File: src/hdl/fbf_pkg.sv
// ----------------------------------------------------------------------------
// Fill engine package
// Widths, codes, register layout and the command record shared by the
// front end, the command queue and the back end.
// ----------------------------------------------------------------------------
`timescale 1ns / 1ps

package fbf_pkg;

   // Default store size in pixel words.
   localparam int unsigned DEFAULT_STORE_WORDS = 65536;

   // Field widths.
   localparam int unsigned OP_W      = 3;
   localparam int unsigned XY_W      = 13;
   localparam int unsigned XYE_W     = XY_W + 1;
   localparam int unsigned PITCH_W   = 14;
   localparam int unsigned FRAME_W   = 17;
   localparam int unsigned COLOR_W   = 32;
   localparam int unsigned COUNT_W   = 17;
   localparam int unsigned STATUS_W  = 2;
   localparam int unsigned CSR_IDX_W = 3;
   localparam int unsigned CSR_DAT_W = 17;

   // Far corner address math: (y * pitch) + x.
   localparam int unsigned PROD_W = XYE_W + PITCH_W;
   localparam int unsigned FAR_W  = PROD_W + 1;

   // Start address carried in a command, wide enough for the largest store.
   localparam int unsigned CMD_ADDR_W = 24;

   // Depth of the queue between front and back.
   localparam int unsigned CMDQ_DEPTH = 2;

   localparam logic [COUNT_W-1:0] COUNT_MAX = {COUNT_W{1'b1}};

   // Register indexes.
   localparam logic [CSR_IDX_W-1:0] CSR_H_RES       = 3'd0;
   localparam logic [CSR_IDX_W-1:0] CSR_V_RES       = 3'd1;
   localparam logic [CSR_IDX_W-1:0] CSR_LINE_PITCH  = 3'd2;
   localparam logic [CSR_IDX_W-1:0] CSR_FRAME_WORDS = 3'd3;

   // Register reset values.
   localparam logic [XY_W-1:0]    H_RES_RESET       = 13'd256;
   localparam logic [XY_W-1:0]    V_RES_RESET       = 13'd256;
   localparam logic [PITCH_W-1:0] LINE_PITCH_RESET  = 14'd256;
   localparam logic [FRAME_W-1:0] FRAME_WORDS_RESET = 17'd65536;

   // Operation codes.
   localparam logic [OP_W-1:0] OP_CLEAR_BLACK = 3'd0;
   localparam logic [OP_W-1:0] OP_CLEAR_COLOR = 3'd1;
   localparam logic [OP_W-1:0] OP_REPLACE_BG  = 3'd2;
   localparam logic [OP_W-1:0] OP_DRAW_PIXEL  = 3'd3;
   localparam logic [OP_W-1:0] OP_FILL_RECT   = 3'd4;

   // Result status codes.
   typedef enum logic [STATUS_W-1:0] {
      STATUS_DONE = 2'd0,
      STATUS_POS  = 2'd1,
      STATUS_ADDR = 2'd2
   } status_type;

   // Work kinds handed from front to back.
   typedef enum logic [1:0] {
      KIND_REPORT     = 2'd0,
      KIND_FRAME_FILL = 2'd1,
      KIND_RECOLOR    = 2'd2,
      KIND_RECT       = 2'd3
   } cmd_kind_type;

   // Configuration register file contents.
   typedef struct packed {
      logic [XY_W-1:0]    h_res;
      logic [XY_W-1:0]    v_res;
      logic [PITCH_W-1:0] line_pitch;
      logic [FRAME_W-1:0] frame_words;
   } cfg_type;

   // One classified command. For a rectangle, addr is the far corner and
   // the back end walks toward the near corner.
   typedef struct packed {
      cmd_kind_type          kind;
      status_type            status;
      logic                  set_bg;
      logic [COLOR_W-1:0]    color;
      logic [CMD_ADDR_W-1:0] addr;
      logic [FRAME_W-1:0]    len;
      logic [XY_W-1:0]       cols;
      logic [XY_W-1:0]       rows;
   } cmd_type;

endpackage

File: src/hdl/fbf_front.sv
// ----------------------------------------------------------------------------
// Fill engine front end
// Accepts requests, checks positions and store bounds, and queues one
// classified command per request for the back end.
// ----------------------------------------------------------------------------
`timescale 1ns / 1ps

module fbf_front
   import fbf_pkg::*;
#(
   parameter int unsigned STORE_WORDS = DEFAULT_STORE_WORDS
) (
   input  logic               clock,
   input  logic               reset,
   input  cfg_type            cfg,
   input  logic               clearing,
   input  logic               req_valid,
   output logic               req_stall,
   input  logic [OP_W-1:0]    req_operation,
   input  logic [XY_W-1:0]    req_pos_x,
   input  logic [XY_W-1:0]    req_pos_y,
   input  logic [XY_W-1:0]    req_rect_width,
   input  logic [XY_W-1:0]    req_rect_height,
   input  logic [COLOR_W-1:0] req_color,
   input  logic               q_full,
   output logic               q_push,
   output cmd_type            q_cmd
);

   localparam logic [FAR_W-1:0] STORE_LIMIT = FAR_W'(STORE_WORDS);

   typedef enum logic [3:0] {
      F_IDLE = 4'b0001,
      F_CALC = 4'b0010,
      F_ADDR = 4'b0100,
      F_PUSH = 4'b1000
   } front_state_type;

   front_state_type state_ff, state_in;

   logic [OP_W-1:0]    op_ff;
   logic [XY_W-1:0]    x_ff, y_ff, w_ff, h_ff;
   logic [COLOR_W-1:0] color_ff;
   logic [XYE_W-1:0]   fx_ff, fy_ff, fx_in, fy_in;
   logic [PROD_W-1:0]  prod_ff, prod_in;
   logic               corner_ok_ff, corner_ok_in;
   logic               far_ok_ff, far_ok_in;
   logic               empty_ff, empty_in;
   cmd_type            cmd_ff, cmd_in;
   logic [FAR_W-1:0]   far_addr;
   logic               addr_ok, frame_ok, accept;

   assign req_stall = (state_ff != F_IDLE) || clearing;
   assign accept    = req_valid && !req_stall;
   assign q_push    = (state_ff == F_PUSH) && !q_full;
   assign q_cmd     = cmd_ff;

   // Far corner, position checks and the row product.
   always_comb begin
      if (op_ff == OP_FILL_RECT) begin
         fx_in = {1'b0, x_ff} + {1'b0, w_ff} - XYE_W'(1);
         fy_in = {1'b0, y_ff} + {1'b0, h_ff} - XYE_W'(1);
      end else begin
         fx_in = {1'b0, x_ff};
         fy_in = {1'b0, y_ff};
      end
      corner_ok_in = (x_ff < cfg.h_res) && (y_ff < cfg.v_res);
      far_ok_in    = (fx_in < {1'b0, cfg.h_res}) && (fy_in < {1'b0, cfg.v_res});
      empty_in     = (w_ff == '0) || (h_ff == '0);
      prod_in      = PROD_W'(fy_in) * PROD_W'(cfg.line_pitch);
   end

   // Store bound checks on the registered product.
   assign far_addr = {1'b0, prod_ff} + FAR_W'(fx_ff);
   assign addr_ok  = (far_addr < STORE_LIMIT);
   assign frame_ok = (FAR_W'(cfg.frame_words) <= STORE_LIMIT);

   // Command classification.
   always_comb begin
      cmd_in        = cmd_ff;
      cmd_in.kind   = KIND_REPORT;
      cmd_in.status = STATUS_DONE;
      cmd_in.set_bg = 1'b0;
      cmd_in.color  = color_ff;
      cmd_in.addr   = CMD_ADDR_W'(far_addr);
      cmd_in.len    = cfg.frame_words;
      cmd_in.cols   = w_ff;
      cmd_in.rows   = h_ff;
      case (op_ff)
         OP_CLEAR_BLACK, OP_CLEAR_COLOR, OP_REPLACE_BG: begin
            if (!frame_ok) begin
               cmd_in.status = STATUS_ADDR;
            end else if (op_ff == OP_CLEAR_BLACK) begin
               cmd_in.kind  = KIND_FRAME_FILL;
               cmd_in.color = '0;
            end else if (op_ff == OP_CLEAR_COLOR) begin
               cmd_in.kind   = KIND_FRAME_FILL;
               cmd_in.set_bg = 1'b1;
            end else begin
               cmd_in.kind   = KIND_RECOLOR;
               cmd_in.set_bg = 1'b1;
            end
         end
         OP_DRAW_PIXEL: begin
            if (!corner_ok_ff) begin
               cmd_in.status = STATUS_POS;
            end else if (!addr_ok) begin
               cmd_in.status = STATUS_ADDR;
            end else begin
               cmd_in.kind = KIND_RECT;
               cmd_in.cols = XY_W'(1);
               cmd_in.rows = XY_W'(1);
            end
         end
         OP_FILL_RECT: begin
            if (!corner_ok_ff) begin
               cmd_in.status = STATUS_POS;
            end else if (empty_ff) begin
               cmd_in.status = STATUS_DONE;
            end else if (!far_ok_ff) begin
               cmd_in.status = STATUS_POS;
            end else if (!addr_ok) begin
               cmd_in.status = STATUS_ADDR;
            end else begin
               cmd_in.kind = KIND_RECT;
            end
         end
         default: begin
            cmd_in.status = STATUS_DONE;
         end
      endcase
   end

   // Sequencer: accept, compute, classify, queue.
   always_comb begin
      state_in = state_ff;
      case (state_ff)
         F_IDLE: begin
            if (accept) begin
               state_in = F_CALC;
            end
         end
         F_CALC: begin
            state_in = F_ADDR;
         end
         F_ADDR: begin
            state_in = F_PUSH;
         end
         F_PUSH: begin
            if (!q_full) begin
               state_in = F_IDLE;
            end
         end
         default: begin
            state_in = F_IDLE;
         end
      endcase
   end

   always_ff @(posedge clock) begin
      if (reset) begin
         state_ff <= F_IDLE;
      end else begin
         state_ff <= state_in;
      end
   end

   // Request capture.
   always_ff @(posedge clock) begin
      if (accept) begin
         op_ff    <= req_operation;
         x_ff     <= req_pos_x;
         y_ff     <= req_pos_y;
         w_ff     <= req_rect_width;
         h_ff     <= req_rect_height;
         color_ff <= req_color;
      end
   end

   // Check results and product.
   always_ff @(posedge clock) begin
      if (state_ff == F_CALC) begin
         fx_ff        <= fx_in;
         fy_ff        <= fy_in;
         prod_ff      <= prod_in;
         corner_ok_ff <= corner_ok_in;
         far_ok_ff    <= far_ok_in;
         empty_ff     <= empty_in;
      end
   end

   // Classified command.
   always_ff @(posedge clock) begin
      if (state_ff == F_ADDR) begin
         cmd_ff <= cmd_in;
      end
   end

endmodule

File: config.mk
export PLATFORM = sky130hd
export DESIGN_NAME = fbf_front
export DESIGN_NICKNAME = d
export VERILOG_FILES = /design/src/hdl/fbf_pkg.sv /design/src/hdl/fbf_front.sv
export SDC_FILE = /design/constraint.sdc
export NUM_CORES = 1
export LEC_CHECK = 0
export ABC_AREA = 1
export BUFFER_PORTS_ARGS = -buffer_cell sky130_fd_sc_hd__buf_2
export CAP_MARGIN = 30
export CELL_PAD_IN_SITES_DETAIL_PLACEMENT = 1
export CELL_PAD_IN_SITES_GLOBAL_PLACEMENT = 2
export CORE_MARGIN = 10
export CORE_UTILIZATION = 37
export CTS_CLUSTER_DIAMETER = 200
export DETAILED_ROUTE_END_ITERATION = 6
export PLACE_DENSITY = 0.89
export RECOVER_POWER = 100
export SETUP_SLACK_MARGIN = 0.1
export SLEW_MARGIN = 20
export SYNTH_ARGS = -nofsm -noshare
export SYNTH_HDL_FRONTEND = slang
export SYNTH_SLANG_ARGS = --single-unit
File: constraint.sdc
create_clock -name clock -period 8.1 [get_ports clock]
set_clock_uncertainty 0.1 [all_clocks]
set_input_delay 1.62 -clock clock [delete_from_list [all_inputs] [get_ports clock]]
set_output_delay 1.62 -clock clock [all_outputs]
set_load 0.05 [all_outputs]
==> flow_summary.toml <==
[outcome]
status = "finished, violations left"
violations = "max-capacitance violations, max-slew violations"

[routing]
wire_per_inst_um = 18.5
wl_mm = 56.6
drtPass1Iterations = 5
drt_iter0_drc = 604
ant_nets = 0
vias_per_cell = 4.82
drc = 0
vias = 14763

[timing]
finalHoldViolations = 0
fin_hold_ws_ns = 0.435
period_share_pct = 93.6
finalSetupViolCount = 0
grt_setup_unrepaired = "no"
tns_ns = 0
relSlewSlack_pct = -120
max_slew.worst_pin.slew_ns = 3.30
slew_viol_final = 224
max_freq_mhz = 132
post-route-min-period_ns = 7.59

[critical_path]
slowest_stage = "fa_1"
reg2reg_slack_ns = 0.51
crit_path_end = "prod_ff[21]$_DFFE_PN_"
crit_path_frequent_cell = "fa_1"
crit_type = "flip-flop to flip-flop"
reg2regPathDepth = 32
r2r-end = "prod_ff[21]$_DFFE_PN_"
critPathMaxFanout = 6
worstPathArrival_ns = 7.81
startpoint = "y_ff[1]$_DFFE_PP_"
worstPathRequired_ns = 8.32
start_kind = "flip-flop"
cp-end-kind = "flip-flop"
r2r-start = "y_ff[1]$_DFFE_PP_"
critical_path.max_stage_delay_ns = 0.54

[clock_tree]
clk_pin_slew_ns = 0.06
insertion_delay_ns = 0.59
numCtsBuffers = 27
clock_sinks = 240
cts_max_level = 1
holdBufCountCts = 0
cts_tree = "done"
cts_max_path_buffers = 3
root_buffer = "clkbuf_16"

[job]
drv_cap = 5

[layout]
area_growth_pct = 15.7
finalNonFillerCells = 3064
fill_cells = 6100
nNetsFinal = 2854
multi_input_area_um2 = 10000
seq_area_um2 = 7170
final_core_util_pct = 43.1
layout-drive-gt1-share_pct = 9.30

[die]
die_w_um = 247
start_util_pct = 37.3
fp-row-count = 83
die-height_um = 247
top_level_ports = 255
core_um2 = 51200
dieArea_um2 = 61000

[placement]
dpl.hpwl_mm = 47.5
gp_congestion = 0.867
port_buffers = 254
dpl.cell_count = 3005

[logic_synthesis]
synth_xor_area_share_pct = 2.53
synth_fp_nets = 2568
ys_types = 44
synthAdderAreaFrac_pct = 28.5
ys_seq_area_share_pct = 37.6
yosys_warnings = 0
syn_area_um2 = 19100
ys_ff_latch = 240
synth_top_family_by_area = "adder cells"
synthCells = 2071
syn_area_per_cell_um2 = 9.21
synth-simple-area-share_pct = 16.3
muxShareOfSynthArea_pct = 0
synth-compound-area-share_pct = 5.12

[global_routing]
grt_pass1_wl_mm = 88.8
antenna_found_initial = 4
grt_overflow = 0
grt_max_degree = 71
use_met1_pct = 21.8
track_usage_pct = 18.5
met2_usage_pct = 34.1
grt_busiest_layer = "met2"
grt_pass1_vias = 16299
grt_use_met3_pct = 2.56

[pwr]
peakVddDrop_v = 0.000291
leakage_nw = 10.6
power.density_nw_per_um2 = 327

[worst_hold_path]
min_path_type = "flip-flop to flip-flop"
[through the flow]
step | setup slack, ns | power [mW] | cell area [um2]
2_1_floorplan | 0.895 | 4.68 | 19100
4_1_cts | 0.205 | 7.18 | 22200
3_3_place_gp | 0.421 | 5.81 | 21300
5_1_grt | 0.0490 | 7.99 | 22100
3_5_place_dp | 0.194 | 5.85 | 21300
6_report | 0.514 | 7.22 | 22100
[synth_stat cells]
library cell  number  area [um2]
a21o_1             5        37.5
and2_1             4        25.0
ha_1             204        2550
edfxtp_1         236        7090
o21ai_2            2        17.5
clkbuf_1          18        67.6
o2bb2ai_1          1        8.76
buf_6              2        22.5
nor3_2             2        20.0
nor2_2             6        37.5
o21ai_1            6        30.0
o211ai_1           7        52.6
or2_2              1        6.26
inv_1            468        1760
nand3_2            2        20.0
inv_2              6        22.5
clkinv_1           6        22.5
o21ai_0           40         200
nor4_1             9        56.3
o2111ai_1          1        8.76
nand2_2            9        56.3
nand3_4            1        17.5
nand3b_1           6        45.0
a31oi_1            7        43.8
buf_1              1        3.75
nor2_1           225         845
a311oi_1           1        8.76
nor3_1            15        75.1
a221oi_1           1        8.76
nor2_4             2        22.5
nand3_1           70         350
a211oi_1           4        30.0
buf_2              3        15.0
dfxtp_1            4        80.1
xnor2_1           24         210
xor2_1            31         272
nand2_1          379        1420
nand4_1           17         106
o31ai_1            3        22.5
a21oi_1           92         460
a21boi_1           1        7.51
fa_1             144        2880
o21a_1             4        30.0
o41ai_1            1        8.76
[final cells by class]
type                            count  share of cell area (%)
Inverter                          480                    8.17
Tap cell                          680                    3.86
Sequential cell                   240                    32.5
Clock inverter                     19                    1.02
Timing Repair Buffer              281                    5.79
Antenna cell                        7                  0.0794
Multi-Input combinational cell   1327                    45.5
Clock buffer                       30                    3.11
[worst max-delay path: cells and delay by family (launching register included)]
family | cells | cell delay (ns)
fa+ha+maj | 10 | 4.41
simple gates | 9 | 0.95
flops | 1 | 0.39
compound gates | 5 | 0.90
xor+xnor | 2 | 0.28
buf+inv | 6 | 0.31
[state kept, by name, indices dropped and copies added (netlist names)]
name and count:
empty_ff 1, color_ff 32, fx_ff 14, w_ff 13, prod_ff 28, y_ff 13, far_ok_ff 1, q_cmd 104
op_ff 3, state_ff 4, corner_ok_ff 1, x_ff 13, h_ff 13
[cell families after synthesis]
kind of cell / count (synthesis)
buf+inv: 504
compound gates: 176
fa+ha+maj: 348
xor+xnor: 55
simple gates: 748
flops: 240
[power by group]
| part | internal, mW | switching, mW |
|---|---|---|
| Combinational | 1.67 | 2.64 |
| Clock | 0.744 | 0.528 |
| Sequential | 1.61 | 0.0300 |
[routing by layer]
metal	share of wire, %	routed length [um]
met1	42	23800
met2	51	28600
met3	4.5	2530
met4	2.9	1650
met5	0	0
[layout by cell type, fill, tap and decap left out, drive strengths merged, types with 17 or more instances in the layout]
master  count
xor2       31
o21ai      48
inv       474
nor3       17
ha        204
nand3      73
clkbuf    173
nand2     388
xnor2      24
fa        144
buf       138
edfxtp    236
nor2      233
a21oi      92
nand4      17
[how the worst min path moves through the flow]
stage | depth (start not counted) | start | slack (ns) | endpoint
6_report | 2 | w_ff[8]$_DFFE_PP_ | 0.43 | q_cmd[21]$_DFFE_PP_
5_1_grt | 2 | w_ff[6]$_DFFE_PP_ | 0.47 | q_cmd[19]$_DFFE_PP_
4_1_cts | 2 | w_ff[8]$_DFFE_PP_ | 0.44 | q_cmd[21]$_DFFE_PP_
3_5_place_dp | 2 | state_ff[1]$_SDFFE_PP0P_ | 0.41 | state_ff[2]$_SDFFE_PP0P_
3_3_place_gp | 2 | state_ff[1]$_SDFFE_PP0P_ | 0.40 | state_ff[2]$_SDFFE_PP0P_
2_1_floorplan | 2 | state_ff[1]$_SDFFE_PP0P_ | 0.37 | state_ff[2]$_SDFFE_PP0P_
[timing repair]
action / in CTS / in global routing
buffers inserted: 0 / 2
gates resized for setup: 0 / 26
endpoints found under the setup margin: 0 / 11
(Power assumes the default switching activity.)
