--- src/hdl/fbf_pkg.sv ---
// ----------------------------------------------------------------------------
// Fill engine package
// Widths, codes, register layout and the command record shared by the
// front end, the command queue and the back end.
// ----------------------------------------------------------------------------
`timescale 1ns / 1ps

package fbf_pkg;

   // Default store size in pixel words.
   localparam int unsigned DEFAULT_STORE_WORDS = 65536;

   // Field widths.
   localparam int unsigned OP_W      = 3;
   localparam int unsigned XY_W      = 13;
   localparam int unsigned XYE_W     = XY_W + 1;
   localparam int unsigned PITCH_W   = 14;
   localparam int unsigned FRAME_W   = 17;
   localparam int unsigned COLOR_W   = 32;
   localparam int unsigned COUNT_W   = 17;
   localparam int unsigned STATUS_W  = 2;
   localparam int unsigned CSR_IDX_W = 3;
   localparam int unsigned CSR_DAT_W = 17;

   // Far corner address math: (y * pitch) + x.
   localparam int unsigned PROD_W = XYE_W + PITCH_W;
   localparam int unsigned FAR_W  = PROD_W + 1;

   // Start address carried in a command, wide enough for the largest store.
   localparam int unsigned CMD_ADDR_W = 24;

   // Depth of the queue between front and back.
   localparam int unsigned CMDQ_DEPTH = 2;

   localparam logic [COUNT_W-1:0] COUNT_MAX = {COUNT_W{1'b1}};

   // Register indexes.
   localparam logic [CSR_IDX_W-1:0] CSR_H_RES       = 3'd0;
   localparam logic [CSR_IDX_W-1:0] CSR_V_RES       = 3'd1;
   localparam logic [CSR_IDX_W-1:0] CSR_LINE_PITCH  = 3'd2;
   localparam logic [CSR_IDX_W-1:0] CSR_FRAME_WORDS = 3'd3;

   // Register reset values.
   localparam logic [XY_W-1:0]    H_RES_RESET       = 13'd256;
   localparam logic [XY_W-1:0]    V_RES_RESET       = 13'd256;
   localparam logic [PITCH_W-1:0] LINE_PITCH_RESET  = 14'd256;
   localparam logic [FRAME_W-1:0] FRAME_WORDS_RESET = 17'd65536;

   // Operation codes.
   localparam logic [OP_W-1:0] OP_CLEAR_BLACK = 3'd0;
   localparam logic [OP_W-1:0] OP_CLEAR_COLOR = 3'd1;
   localparam logic [OP_W-1:0] OP_REPLACE_BG  = 3'd2;
   localparam logic [OP_W-1:0] OP_DRAW_PIXEL  = 3'd3;
   localparam logic [OP_W-1:0] OP_FILL_RECT   = 3'd4;

   // Result status codes.
   typedef enum logic [STATUS_W-1:0] {
      STATUS_DONE = 2'd0,
      STATUS_POS  = 2'd1,
      STATUS_ADDR = 2'd2
   } status_type;

   // Work kinds handed from front to back.
   typedef enum logic [1:0] {
      KIND_REPORT     = 2'd0,
      KIND_FRAME_FILL = 2'd1,
      KIND_RECOLOR    = 2'd2,
      KIND_RECT       = 2'd3
   } cmd_kind_type;

   // Configuration register file contents.
   typedef struct packed {
      logic [XY_W-1:0]    h_res;
      logic [XY_W-1:0]    v_res;
      logic [PITCH_W-1:0] line_pitch;
      logic [FRAME_W-1:0] frame_words;
   } cfg_type;

   // One classified command. For a rectangle, addr is the far corner and
   // the back end walks toward the near corner.
   typedef struct packed {
      cmd_kind_type          kind;
      status_type            status;
      logic                  set_bg;
      logic [COLOR_W-1:0]    color;
      logic [CMD_ADDR_W-1:0] addr;
      logic [FRAME_W-1:0]    len;
      logic [XY_W-1:0]       cols;
      logic [XY_W-1:0]       rows;
   } cmd_type;

endpackage

--- src/hdl/fbf_cmdq.sv ---
// ----------------------------------------------------------------------------
// Fill engine command queue
// Short FIFO of classified commands between the front and back ends.
// ----------------------------------------------------------------------------
`timescale 1ns / 1ps

module fbf_cmdq
   import fbf_pkg::*;
(
   input  logic    clock,
   input  logic    reset,
   input  logic    push,
   input  cmd_type push_cmd,
   input  logic    pop,
   output cmd_type head_cmd,
   output logic    full,
   output logic    empty
);

   localparam int unsigned PTR_W = (CMDQ_DEPTH > 1) ? $clog2(CMDQ_DEPTH) : 1;
   localparam int unsigned CNT_W = $clog2(CMDQ_DEPTH + 1);
   localparam logic [PTR_W-1:0] LAST_PTR = PTR_W'(CMDQ_DEPTH - 1);
   localparam logic [CNT_W-1:0] FULL_CNT = CNT_W'(CMDQ_DEPTH);

   cmd_type          entry_ff [CMDQ_DEPTH];
   logic [PTR_W-1:0] wr_ptr_ff, wr_ptr_in;
   logic [PTR_W-1:0] rd_ptr_ff, rd_ptr_in;
   logic [CNT_W-1:0] count_ff, count_in;
   logic             do_push, do_pop;

   assign full     = (count_ff == FULL_CNT);
   assign empty    = (count_ff == '0);
   assign do_push  = push && !full;
   assign do_pop   = pop && !empty;
   assign head_cmd = entry_ff[rd_ptr_ff];

   // Pointer and fill level update.
   always_comb begin
      wr_ptr_in = wr_ptr_ff;
      rd_ptr_in = rd_ptr_ff;
      count_in  = count_ff;
      if (do_push) begin
         wr_ptr_in = (wr_ptr_ff == LAST_PTR) ? '0 : wr_ptr_ff + 1'b1;
      end
      if (do_pop) begin
         rd_ptr_in = (rd_ptr_ff == LAST_PTR) ? '0 : rd_ptr_ff + 1'b1;
      end
      if (do_push && !do_pop) begin
         count_in = count_ff + 1'b1;
      end else if (do_pop && !do_push) begin
         count_in = count_ff - 1'b1;
      end
   end

   always_ff @(posedge clock) begin
      if (reset) begin
         wr_ptr_ff <= '0;
         rd_ptr_ff <= '0;
         count_ff  <= '0;
      end else begin
         wr_ptr_ff <= wr_ptr_in;
         rd_ptr_ff <= rd_ptr_in;
         count_ff  <= count_in;
      end
   end

   // Entry storage.
   always_ff @(posedge clock) begin
      if (do_push) begin
         entry_ff[wr_ptr_ff] <= push_cmd;
      end
   end

endmodule

--- config.mk ---
export PLATFORM = sky130hd
export DESIGN_NAME = fbf_cmdq
export DESIGN_NICKNAME = d
export VERILOG_FILES = /design/src/hdl/fbf_pkg.sv /design/src/hdl/fbf_cmdq.sv
export SDC_FILE = /design/constraint.sdc
export NUM_CORES = 1
export LEC_CHECK = 0
export ABC_AREA = 1
export BUFFER_PORTS_ARGS = -buffer_cell sky130_fd_sc_hd__buf_2
export CORE_AREA = 2 2 128 130
export DETAILED_ROUTE_END_ITERATION = 12
export DIE_AREA = 0 0 130 132
export HOLD_SLACK_MARGIN = 0.06
export PLACE_DENSITY = 0.76
export SLEW_MARGIN = 20
export SYNTH_ARGS = -nofsm -noshare
export SYNTH_HDL_FRONTEND = slang
export SYNTH_SLANG_ARGS = --single-unit
--- constraint.sdc ---
create_clock -name clock -period 6.7 [get_ports clock]
set_input_delay 0.67 -clock clock [delete_from_list [all_inputs] [get_ports clock]]
set_output_delay 0.67 -clock clock [all_outputs]
set_load 0.1 [all_outputs]
==> results of run 1 <==
==> critical path, cell delays in order (launching register included) <==
cell and delay (ps):
dfxtp_4 920, buf_4 800, mux2_4 290, buf_2 430
==> through the flow <==
stage | setup slack (ps) | hold slack (ps) | utilization | std cells
after floorplan | 978 | 476 | - | 361
after global placement | 3540 | 522 | 0.590 | 782
after detailed placement | 3520 | 554 | 0.590 | 782
after global routing | 2890 | 345 | 0.633 | 823
after CTS | 2990 | 335 | 0.633 | 822
final | 3070 | 366 | 0.633 | 823
==> layout make-up <==
| class | count | area share |
|---|---|---|
| Inverter | 9 | 0.00339 |
| Clock buffer | 27 | 0.0593 |
| Multi-Input combinational cell | 127 | 0.153 |
| Tap cell | 216 | 0.0272 |
| Antenna cell | 1 | 0.000251 |
| Timing Repair Buffer | 217 | 0.110 |
| Clock inverter | 13 | 0.00905 |
| Sequential cell | 213 | 0.638 |
==> kinds of logic (layout without fill, tap and decap cells) <==
group	Yosys count	in the layout	synth area share
flip-flops	213	213	0.793
multiplexers	104	104	0.175
buffers and inverters	21	266	0.0185
AND/OR/NAND/NOR	16	16	0.00829
AO/OA/AOI/OAI	6	6	0.00375
adder cells (fa/ha/maj)	1	1	0.00156
other	0	1	0
==> power by group through the flow <==
stage | clock network (mW) | registers (mW) | logic [mW]
2_1_floorplan | 0 | 1.78 | 1.88
6_report | 1.12 | 1.78 | 2.08
3_5_place_dp | 0 | 1.81 | 2.09
5_1_grt | 1.21 | 1.80 | 2.14
4_1_cts | 1.16 | 1.78 | 2.09
3_3_place_gp | 0 | 1.80 | 2.08
==> state kept, by name (all words and copies together) (netlist names), named ones only <==
name	count
count_ff	2
entry_ff	208
rd_ptr_ff	1
wr_ptr_ff	1
==> placed cells by master (no fill, tap or decap) <==
master,synthesis,final
buf_2,4,213
edfxtp_1,208,208
mux2_4,60,60
mux2_2,44,44
clkbuf_16,0,23
inv_1,9,9
nor2_1,9,7
clkinv_1,0,6
o21ai_0,5,5
nand2_1,4,4
clkbuf_1,0,4
dfxtp_1,5,4
buf_4,0,4
clkinv_2,0,3
clkinvlp_4,0,3
nor2_4,0,2
diode_2,0,1
a21oi_1,1,1
and2_1,1,1
nand3_1,1,1
nand4_1,1,1
ha_1,1,1
dfxtp_4,0,1
bufinv_16,0,1
==> routing by layer <==
layer  vias to the layer above  part of all wire  GRT usage
met5                         -            0.0010          0
li1                       1875                 -          -
met4                         2             0.025     0.0472
met1                      1954              0.39      0.188
met3                        28             0.094     0.0491
met2                       169              0.49      0.272
==> final timing paths <==
check	start	end	slack, ps
setup / recovery	flip-flop	head_cmd[74]	3070
hold reg to reg	rd_ptr_ff	flip-flop	560
hold / removal	push_cmd[57]	entry_ff[1][57]	370
setup reg to reg	count_ff[0]	entry_ff[0][102]	3830
==> results.json, run 1 <==
{
  "status": "finished, final reports clean",
  "seq_area_um2": 6350,
  "p_leak_nw": 3.85,
  "fin_area_um2": 9950,
  "syn_avg_cell_area_um2": 22.2,
  "grt_max_degree": 76,
  "fp-row-count": 46,
  "worst_ep_arrival_time_ps": 2960,
  "fin_crit_sh": 0.542,
  "start_util": 0.509,
  "ys_warn_count": 0,
  "seq_area_frac_synth": 0.793,
  "peakVddDrop_uv": 369,
  "antenna_found_initial": 3,
  "postRouteAntennaNets": 0,
  "power.share.combinational": 0.417,
  "overflow": 0,
  "clock_power_share": 0.226,
  "netlist_top_cells_count": "edfxtp_1 (208), mux2_4 (60), mux2_2 (44), inv_1 (9), nor2_1 (9)",
  "vias_per_cell": 4.89,
  "finalWirelength_um": 13900,
  "cts.clk_slew.worst_paths_ps": 60,
  "grt_setup_unrepaired": "false",
  "slew_headroom": 0.324,
  "grt_pass1_wl_um": 21000,
  "die_h_um": 132,
  "grt_pass1_vias": 4211,
  "synth-edff-count": 208,
  "max_freq_mhz": 275,
  "seqPwrFrac": 0.357,
  "via_count": 4028,
  "synthCells": 361,
  "final-max-slew-violation-count": 0,
  "cts.sinks": 213,
  "synth_fp_nets": 470,
  "yosysMostFrequentCell": "edfxtp_1",
  "ys_ff_latch": 213,
  "place_congestion": 0.754,
  "cp-end-kind": "output port",
  "port_buffers": 213,
  "async_flop_share": 0,
  "synth_top_area_share": 0.781,
  "path_class": "flip-flop to output port",
  "setup_viol": 0,
  "worstMarginPinSlew_ps": 1010,
  "worstPathRequired_ps": 6030,
  "cts_hold_buf": 0,
  "htree_num_levels": 1,
  "final_nets": 699,
  "multi_input_area_um2": 1520,
  "power.switching_mw": 2.22,
  "wl_per_cell_um": 16.9,
  "drt-initial-drc-count": 203,
  "rr_worst_depth": 3,
  "fin_tns_setup_ps": 0,
  "synth.cell_area_um2": 8000,
  "cp_max_fo": 58,
  "synth_ff_type": "edfxtp_1",
  "p_int_mw": 2.76,
  "netSwitchingFraction": 0.446,
  "period_minus_slack_ps": 3630,
  "cts_setup_buffers": 0,
  "max-cap-violations": 0,
  "hpwl_um": 9160,
  "clkLatencyLatePin_ps": 490,
  "synth_cell_types": 16,
  "fillers": 1097,
  "finClkSkew_ps": 11.0,
  "p_per_area_nw_per_um2": 500,
  "cts_resized": 0,
  "hold_violations": 0,
  "synth_top_area_cell": "edfxtp_1",
  "drive_above_1_share": 0.584,
  "placed_area_um2": 9270,
  "core_area_um2": 15700,
  "syn_to_final_growth_pct": 24.4,
  "grtUsageTotal": 0.157,
  "drcViolationCount": 0,
  "chipWidth_um": 130,
  "cts_buffers": 22,
  "pin_count": 214,
  "synth.area.top_cells": "edfxtp_1 (78%), mux2_4 (11%), mux2_2 (6.2%)",
  "firstDrtPassIters": 4,
  "cts-root-buf": "clkbuf_16",
  "worstHoldPathType": "primary input to flip-flop",
  "totalPowerFinal_mw": 4.98,
  "cts_buffer_depth": 3,
  "cts_tree": "built",
  "min_path_cells": 1,
  "dieArea_um2": 17200,
  "start_kind": "flip-flop"
}
Power figures use the tool's default switching activity.
==> run 2, diff against run 1 <==
Settings changed: CORE_AREA 2 2 128 130 to 2 2 134 136, DIE_AREA 0 0 130 132 to 0 0 136 138, PLACE_DENSITY 0.76 to 0.73.
Clock period 6.7 ns to 3.31 ns, I/O delays scaled along.
==> run 2 against run 1 <==
Clock power up 81%; clock skew down 5.5 ps; flip-flop and latch count unchanged; count of clock-buffer cells in the layout down 2; non-clock buffer count up 103; global-route usage up 0.085 points; first-iteration DRC count down 2.0%; critical path depth unchanged; die area up 9.4%.
==> results.json, run 2 (synthesis results as in run 1) <==
{
  "status": "finished, final reports clean",
  "mostFrequentLayoutCell": "buf_2",
  "cts.sinks": 213,
  "firstDrtPassIters": 4,
  "largest_reg_flops": 208,
  "path_class": "flip-flop to output port",
  "largest_register": "entry_ff",
  "clkLatencyLatePin_ps": 470,
  "cp-end-kind": "output port",
  "cts_tree": "built",
  "worstMarginPinSlew_ps": 813,
  "antenna_found_initial": 1,
  "final-max-slew-violation-count": 0,
  "holdWs_ps": 153,
  "seq_area_um2": 6350,
  "grt_pass1_wl_um": 23400,
  "wl_per_cell_um": 16.3,
  "drcViolationCount": 0,
  "die_h_um": 138,
  "slew_headroom": 0.452,
  "hold_violations": 0,
  "fin_util": 0.624,
  "multi_input_area_um2": 1520,
  "grt_setup_unrepaired": "false",
  "cts_buffers": 21,
  "final_cell_mix": "buf_2 (213), edfxtp_1 (208), dlygate4sd3_1 (104)",
  "overflow": 0,
  "fin_cells": 933,
  "drt-initial-drc-count": 199,
  "hpwl_um": 9250,
  "worst_ep_arrival_time_ps": 2150,
  "fillers": 1252,
  "reg.largest.list": "entry_ff x208, count_ff x2",
  "pin_count": 214,
  "drive_above_1_share": 0.495,
  "max-cap-violations": 0,
  "chipWidth_um": 136,
  "vias_per_cell": 4.77,
  "setup_viol": 0,
  "cts_buffer_depth": 3,
  "fin_crit_sh": 0.748,
  "htree_num_levels": 1,
  "worstHoldPathType": "primary input to flip-flop",
  "via_count": 4448,
  "grt_pass1_vias": 4634,
  "cts.clk_slew.worst_paths_ps": 60,
  "place_congestion": 0.734,
  "final_nets": 801,
  "p_leak_nw": 4.24,
  "postRouteAntennaNets": 0,
  "grtUsageTotal": 0.158,
  "syn_to_final_growth_pct": 36.8,
  "cp_max_fo": 104,
  "core_area_um2": 17500,
  "dp_cells": 794,
  "start_util": 0.456,
  "port_buffers": 213,
  "start_kind": "flip-flop",
  "fin_area_um2": 10900,
  "peakVddDrop_uv": 836,
  "dieArea_um2": 18800,
  "p_per_area_nw_per_um2": 910,
  "finClkSkew_ps": 5.45,
  "cts-root-buf": "clkbuf_16",
  "grt_max_degree": 105,
  "finalWirelength_um": 15200,
  "fp-row-count": 49,
  "max_freq_mhz": 404,
  "worstPathRequired_ps": 2980,
  "placed_area_um2": 9320,
  "period_minus_slack_ps": 2480
}
[run 2: cell count changes in the layout (fill, tap and decap cells not counted)]
cell / previous run / this run
dlygate4sd3_1: 0 / 104
buf_4: 4 / 0
buf_12: 0 / 3
clkbuf_16: 23 / 21
bufinv_16: 1 / 0
clkinv_1: 6 / 5
clkinv_2: 3 / 2
clkinvlp_4: 3 / 2
[run 2: path summary, 6_finish.rpt]
| check | startpoint | to | slack, ps | cells past startpoint |
|---|---|---|---|---|
| setup / recovery | flip-flop | head_cmd[79] | 830 | 3 |
| setup reg to reg | count_ff[1] | count_ff[1] | 1260 | 9 |
| hold reg to reg | wr_ptr_ff | wr_ptr_ff | 540 | 2 |
| hold / removal | reset | count_ff[1] | 150 | 4 |
[run 2: per-stage QoR]
| step | TNS (ps) | power, mW | setup WS (ps) |
|---|---|---|---|
| floorplan | -89760 | 7.37 | -432 |
| global placement | 0 | 7.85 | 1360 |
| detailed placement | 0 | 7.91 | 1300 |
| CTS | 0 | 10.1 | 827 |
| global route | 0 | 10.3 | 759 |
| finish | 0 | 9.96 | 834 |
[run 2: critical path: stages (launching register included)]
cell and delay (ps):
dfxtp_4 350, buf_12 510, mux2_4 290, buf_2 420
[run 2: timing repair]
action	CTS	global route
gates resized for setup	0	0
hold buffers	104	0
buffers inserted	0	0
hold endpoints to repair	208	0
[run 2: layout make-up]
type,instances,area share
diodes,1,0.000229
clock buffers,25,0.0494
clock inverters,9,0.00400
inverters,9,0.00309
multi-input cells,127,0.139
flip-flops and latches,213,0.580
well taps,229,0.0262
repair buffers,320,0.198
[run 2: power by group]
group | switching [mW] | leakage [nW] | internal (mW)
sequential | 0.0991 | 1.98 | 3.41
clock | 0.878 | 0.279 | 1.15
combinational | 3.49 | 1.98 | 0.924
total | 4.47 | 4.24 | 5.49
[run 2: metal layers]
metal / vias to the layer above / track usage / wire length [µm]
li1: 2073 / - / -
met1: 2175 / 0.188 / 5970
met2: 175 / 0.279 / 7760
met3: 25 / 0.0440 / 1190
met4: 0 / 0.0466 / 297
met5: - / 0 / 0
==> run 3, diff against run 2 <==
Settings changed: ABC_AREA 1 to 0, CORE_AREA 2 2 134 136 to 2 2 127 129, DIE_AREA 0 0 136 138 to 0 0 129 131, PLACE_DENSITY 0.73 to 0.77.
Clock period 3.31 ns to 2.55 ns, I/O delays scaled along.
==> run 3 against run 2 <==
Sequential share of layout area shrank 0.98 points; clock power grew 58%; worst hold slack gained 22 ps; register-to-register slack lost 540 ps; cell count shrank 1.4%; largest cell class unchanged; flip-flop and latch count is the same; global-route usage grew 2.2 points; sequential power grew 31%; via count is essentially flat; combinational power grew 47%; first-iteration DRC count grew 10%.
==> results.json, run 3 <==
{
  "status": "finished, final reports clean",
  "netSwitchingFraction": 0.456,
  "start_util": 0.511,
  "worstHoldPathType": "primary input to flip-flop",
  "cts_tree": "built",
  "firstDrtPassIters": 4,
  "placed_area_um2": 9350,
  "synth.cell_area_um2": 7970,
  "peakVddDrop_uv": 1000,
  "largest_register": "entry_ff",
  "cts_buffers": 22,
  "final-max-slew-violation-count": 0,
  "cp_max_fo": 29,
  "mostFrequentLayoutCell": "buf_2",
  "wl_per_cell_um": 17.4,
  "largest_reg_flops": 208,
  "hold_violations": 0,
  "synthCells": 349,
  "postRouteAntennaNets": 0,
  "via_count": 4449,
  "synth_fp_nets": 458,
  "synth_top_area_share": 0.783,
  "finClkSkew_ps": 10.8,
  "pin_count": 214,
  "seqPwrFrac": 0.322,
  "power.share.combinational": 0.454,
  "p_int_mw": 7.77,
  "synth.area.top_cells": "edfxtp_1 (78%), mux2_4 (11%), mux2_2 (6.2%)",
  "cts_resized": 0,
  "htree_num_levels": 1,
  "drive_above_1_share": 0.518,
  "overflow": 0,
  "worstPathRequired_ps": 2300,
  "min_from": "push",
  "cp-end-kind": "output port",
  "setup_viol": 0,
  "place_congestion": 0.726,
  "diodes": 0,
  "fin_crit_sh": 0.939,
  "antenna_found_initial": 0,
  "synth_cell_types": 16,
  "cts.sinks": 213,
  "grt_pass1_wl_um": 23700,
  "cts.clk_slew.worst_paths_ps": 60,
  "hpwl_um": 9320,
  "worst_ep_arrival_time_ps": 2140,
  "slew_headroom": 0.660,
  "final_nets": 797,
  "grt_max_degree": 56,
  "reg.largest.list": "entry_ff x208, count_ff x2",
  "seq_area_frac_synth": 0.796,
  "fin_cells": 920,
  "drt-initial-drc-count": 219,
  "max_freq_mhz": 418,
  "drcViolationCount": 0,
  "clock_power_share": 0.224,
  "start_kind": "flip-flop",
  "final_cell_mix": "buf_2 (213), edfxtp_1 (208), dlygate4sd3_1 (105)",
  "fillers": 936,
  "p_per_area_nw_per_um2": 1280,
  "async_flop_share": 0,
  "syn_to_final_growth_pct": 39.7,
  "port_buffers": 213,
  "core_area_um2": 15600,
  "max-cap-violations": 0,
  "fin_area_um2": 11100,
  "dieArea_um2": 16900,
  "die_h_um": 131,
  "netlist_top_cells_count": "edfxtp_1 (208), mux2_4 (60), mux2_2 (44), buf_6 (7)",
  "multi_input_area_um2": 1520,
  "grtUsageTotal": 0.180,
  "p_leak_nw": 4.33,
  "holdWs_ps": 175,
  "path_class": "flip-flop to output port",
  "cts_buffer_depth": 3,
  "vias_per_cell": 4.84,
  "finalWirelength_um": 16000,
  "cts_setup_buffers": 0,
  "reg2reg_from": "count_ff[1]",
  "chipWidth_um": 129,
  "power.switching_mw": 6.51,
  "clkLatencyLatePin_ps": 490,
  "ys_ff_latch": 213,
  "dp_cells": 775,
  "syn_avg_cell_area_um2": 22.8,
  "synth_top_area_cell": "edfxtp_1",
  "period_minus_slack_ps": 2390,
  "ys_warn_count": 0,
  "cts-root-buf": "clkbuf_16",
  "seq_area_um2": 6350,
  "fp-row-count": 46,
  "yosysMostFrequentCell": "edfxtp_1",
  "synth_ff_type": "edfxtp_1",
  "grt_setup_unrepaired": "false",
  "grt_pass1_vias": 4783,
  "worstMarginPinSlew_ps": 513,
  "synth-edff-count": 208,
  "totalPowerFinal_mw": 14.3,
  "cts_hold_buf": 105
}
==> run 3: final cells by class <==
| class | count | share of cell area |
|---|---|---|
| Timing Repair Buffer | 327 | 0.202 |
| Clock inverter | 8 | 0.00865 |
| Inverter | 2 | 0.00101 |
| Sequential cell | 213 | 0.570 |
| Clock buffer | 32 | 0.0574 |
| Tap cell | 216 | 0.0243 |
| Multi-Input combinational cell | 122 | 0.136 |
==> run 3: logic make-up after synthesis <==
kind of cell | count (synthesis) | share of synthesized area
AND/OR/NAND/NOR | 9 | 0.00581
adder cells (fa/ha/maj) | 1 | 0.00157
AO/OA/AOI/OAI | 5 | 0.00314
flip-flops | 213 | 0.796
XOR/XNOR | 3 | 0.00330
buffers and inverters | 14 | 0.0152
multiplexers | 104 | 0.175
==> run 3: final timing paths <==
check,endpoint,slack [ps],cells past startpoint
worst min register to register,count_ff[1],510,2
worst max register to register,entry_ff[1][38],720,4
worst max-delay path,head_cmd[97],160,3
worst min-delay path,wr_ptr_ff,170,4
==> run 3: metrics by stage <==
step / TNS, ps / util / worst slack, ps
after floorplan: -52130 / - / -501
after global placement: 0 / 0.599 / 687
after detailed placement: 0 / 0.599 / 655
after CTS: 0 / 0.714 / 122
after global routing: 0 / 0.714 / 40.8
final: 0 / 0.714 / 155
==> run 3: layer usage <==
layer  vias up  track usage  wire length, µm  part of all wire
met3        37       0.0476             1100             0.069
met2       171        0.337             8290              0.52
met4         0       0.0563              342             0.021
met1      2181        0.202             6270              0.39
li1       2060            -                -                 -
met5         -            0                0                 0
==> run 3: worst max-delay path, stage by stage (launching register included) <==
cell and delay (ps):
dfxtp_4 630, buf_4 350, mux2_2 370, buf_2 290
==> run 3: power groups by stage <==
stage | clock [mW] | sequential [mW] | combinational (mW)
final | 3.20 | 4.60 | 6.48
after global routing | 3.40 | 4.64 | 6.67
after CTS | 3.27 | 4.60 | 6.48
after detailed placement | 0 | 4.68 | 6.35
after global placement | 0 | 4.64 | 6.29
after floorplan | 0 | 4.58 | 5.61
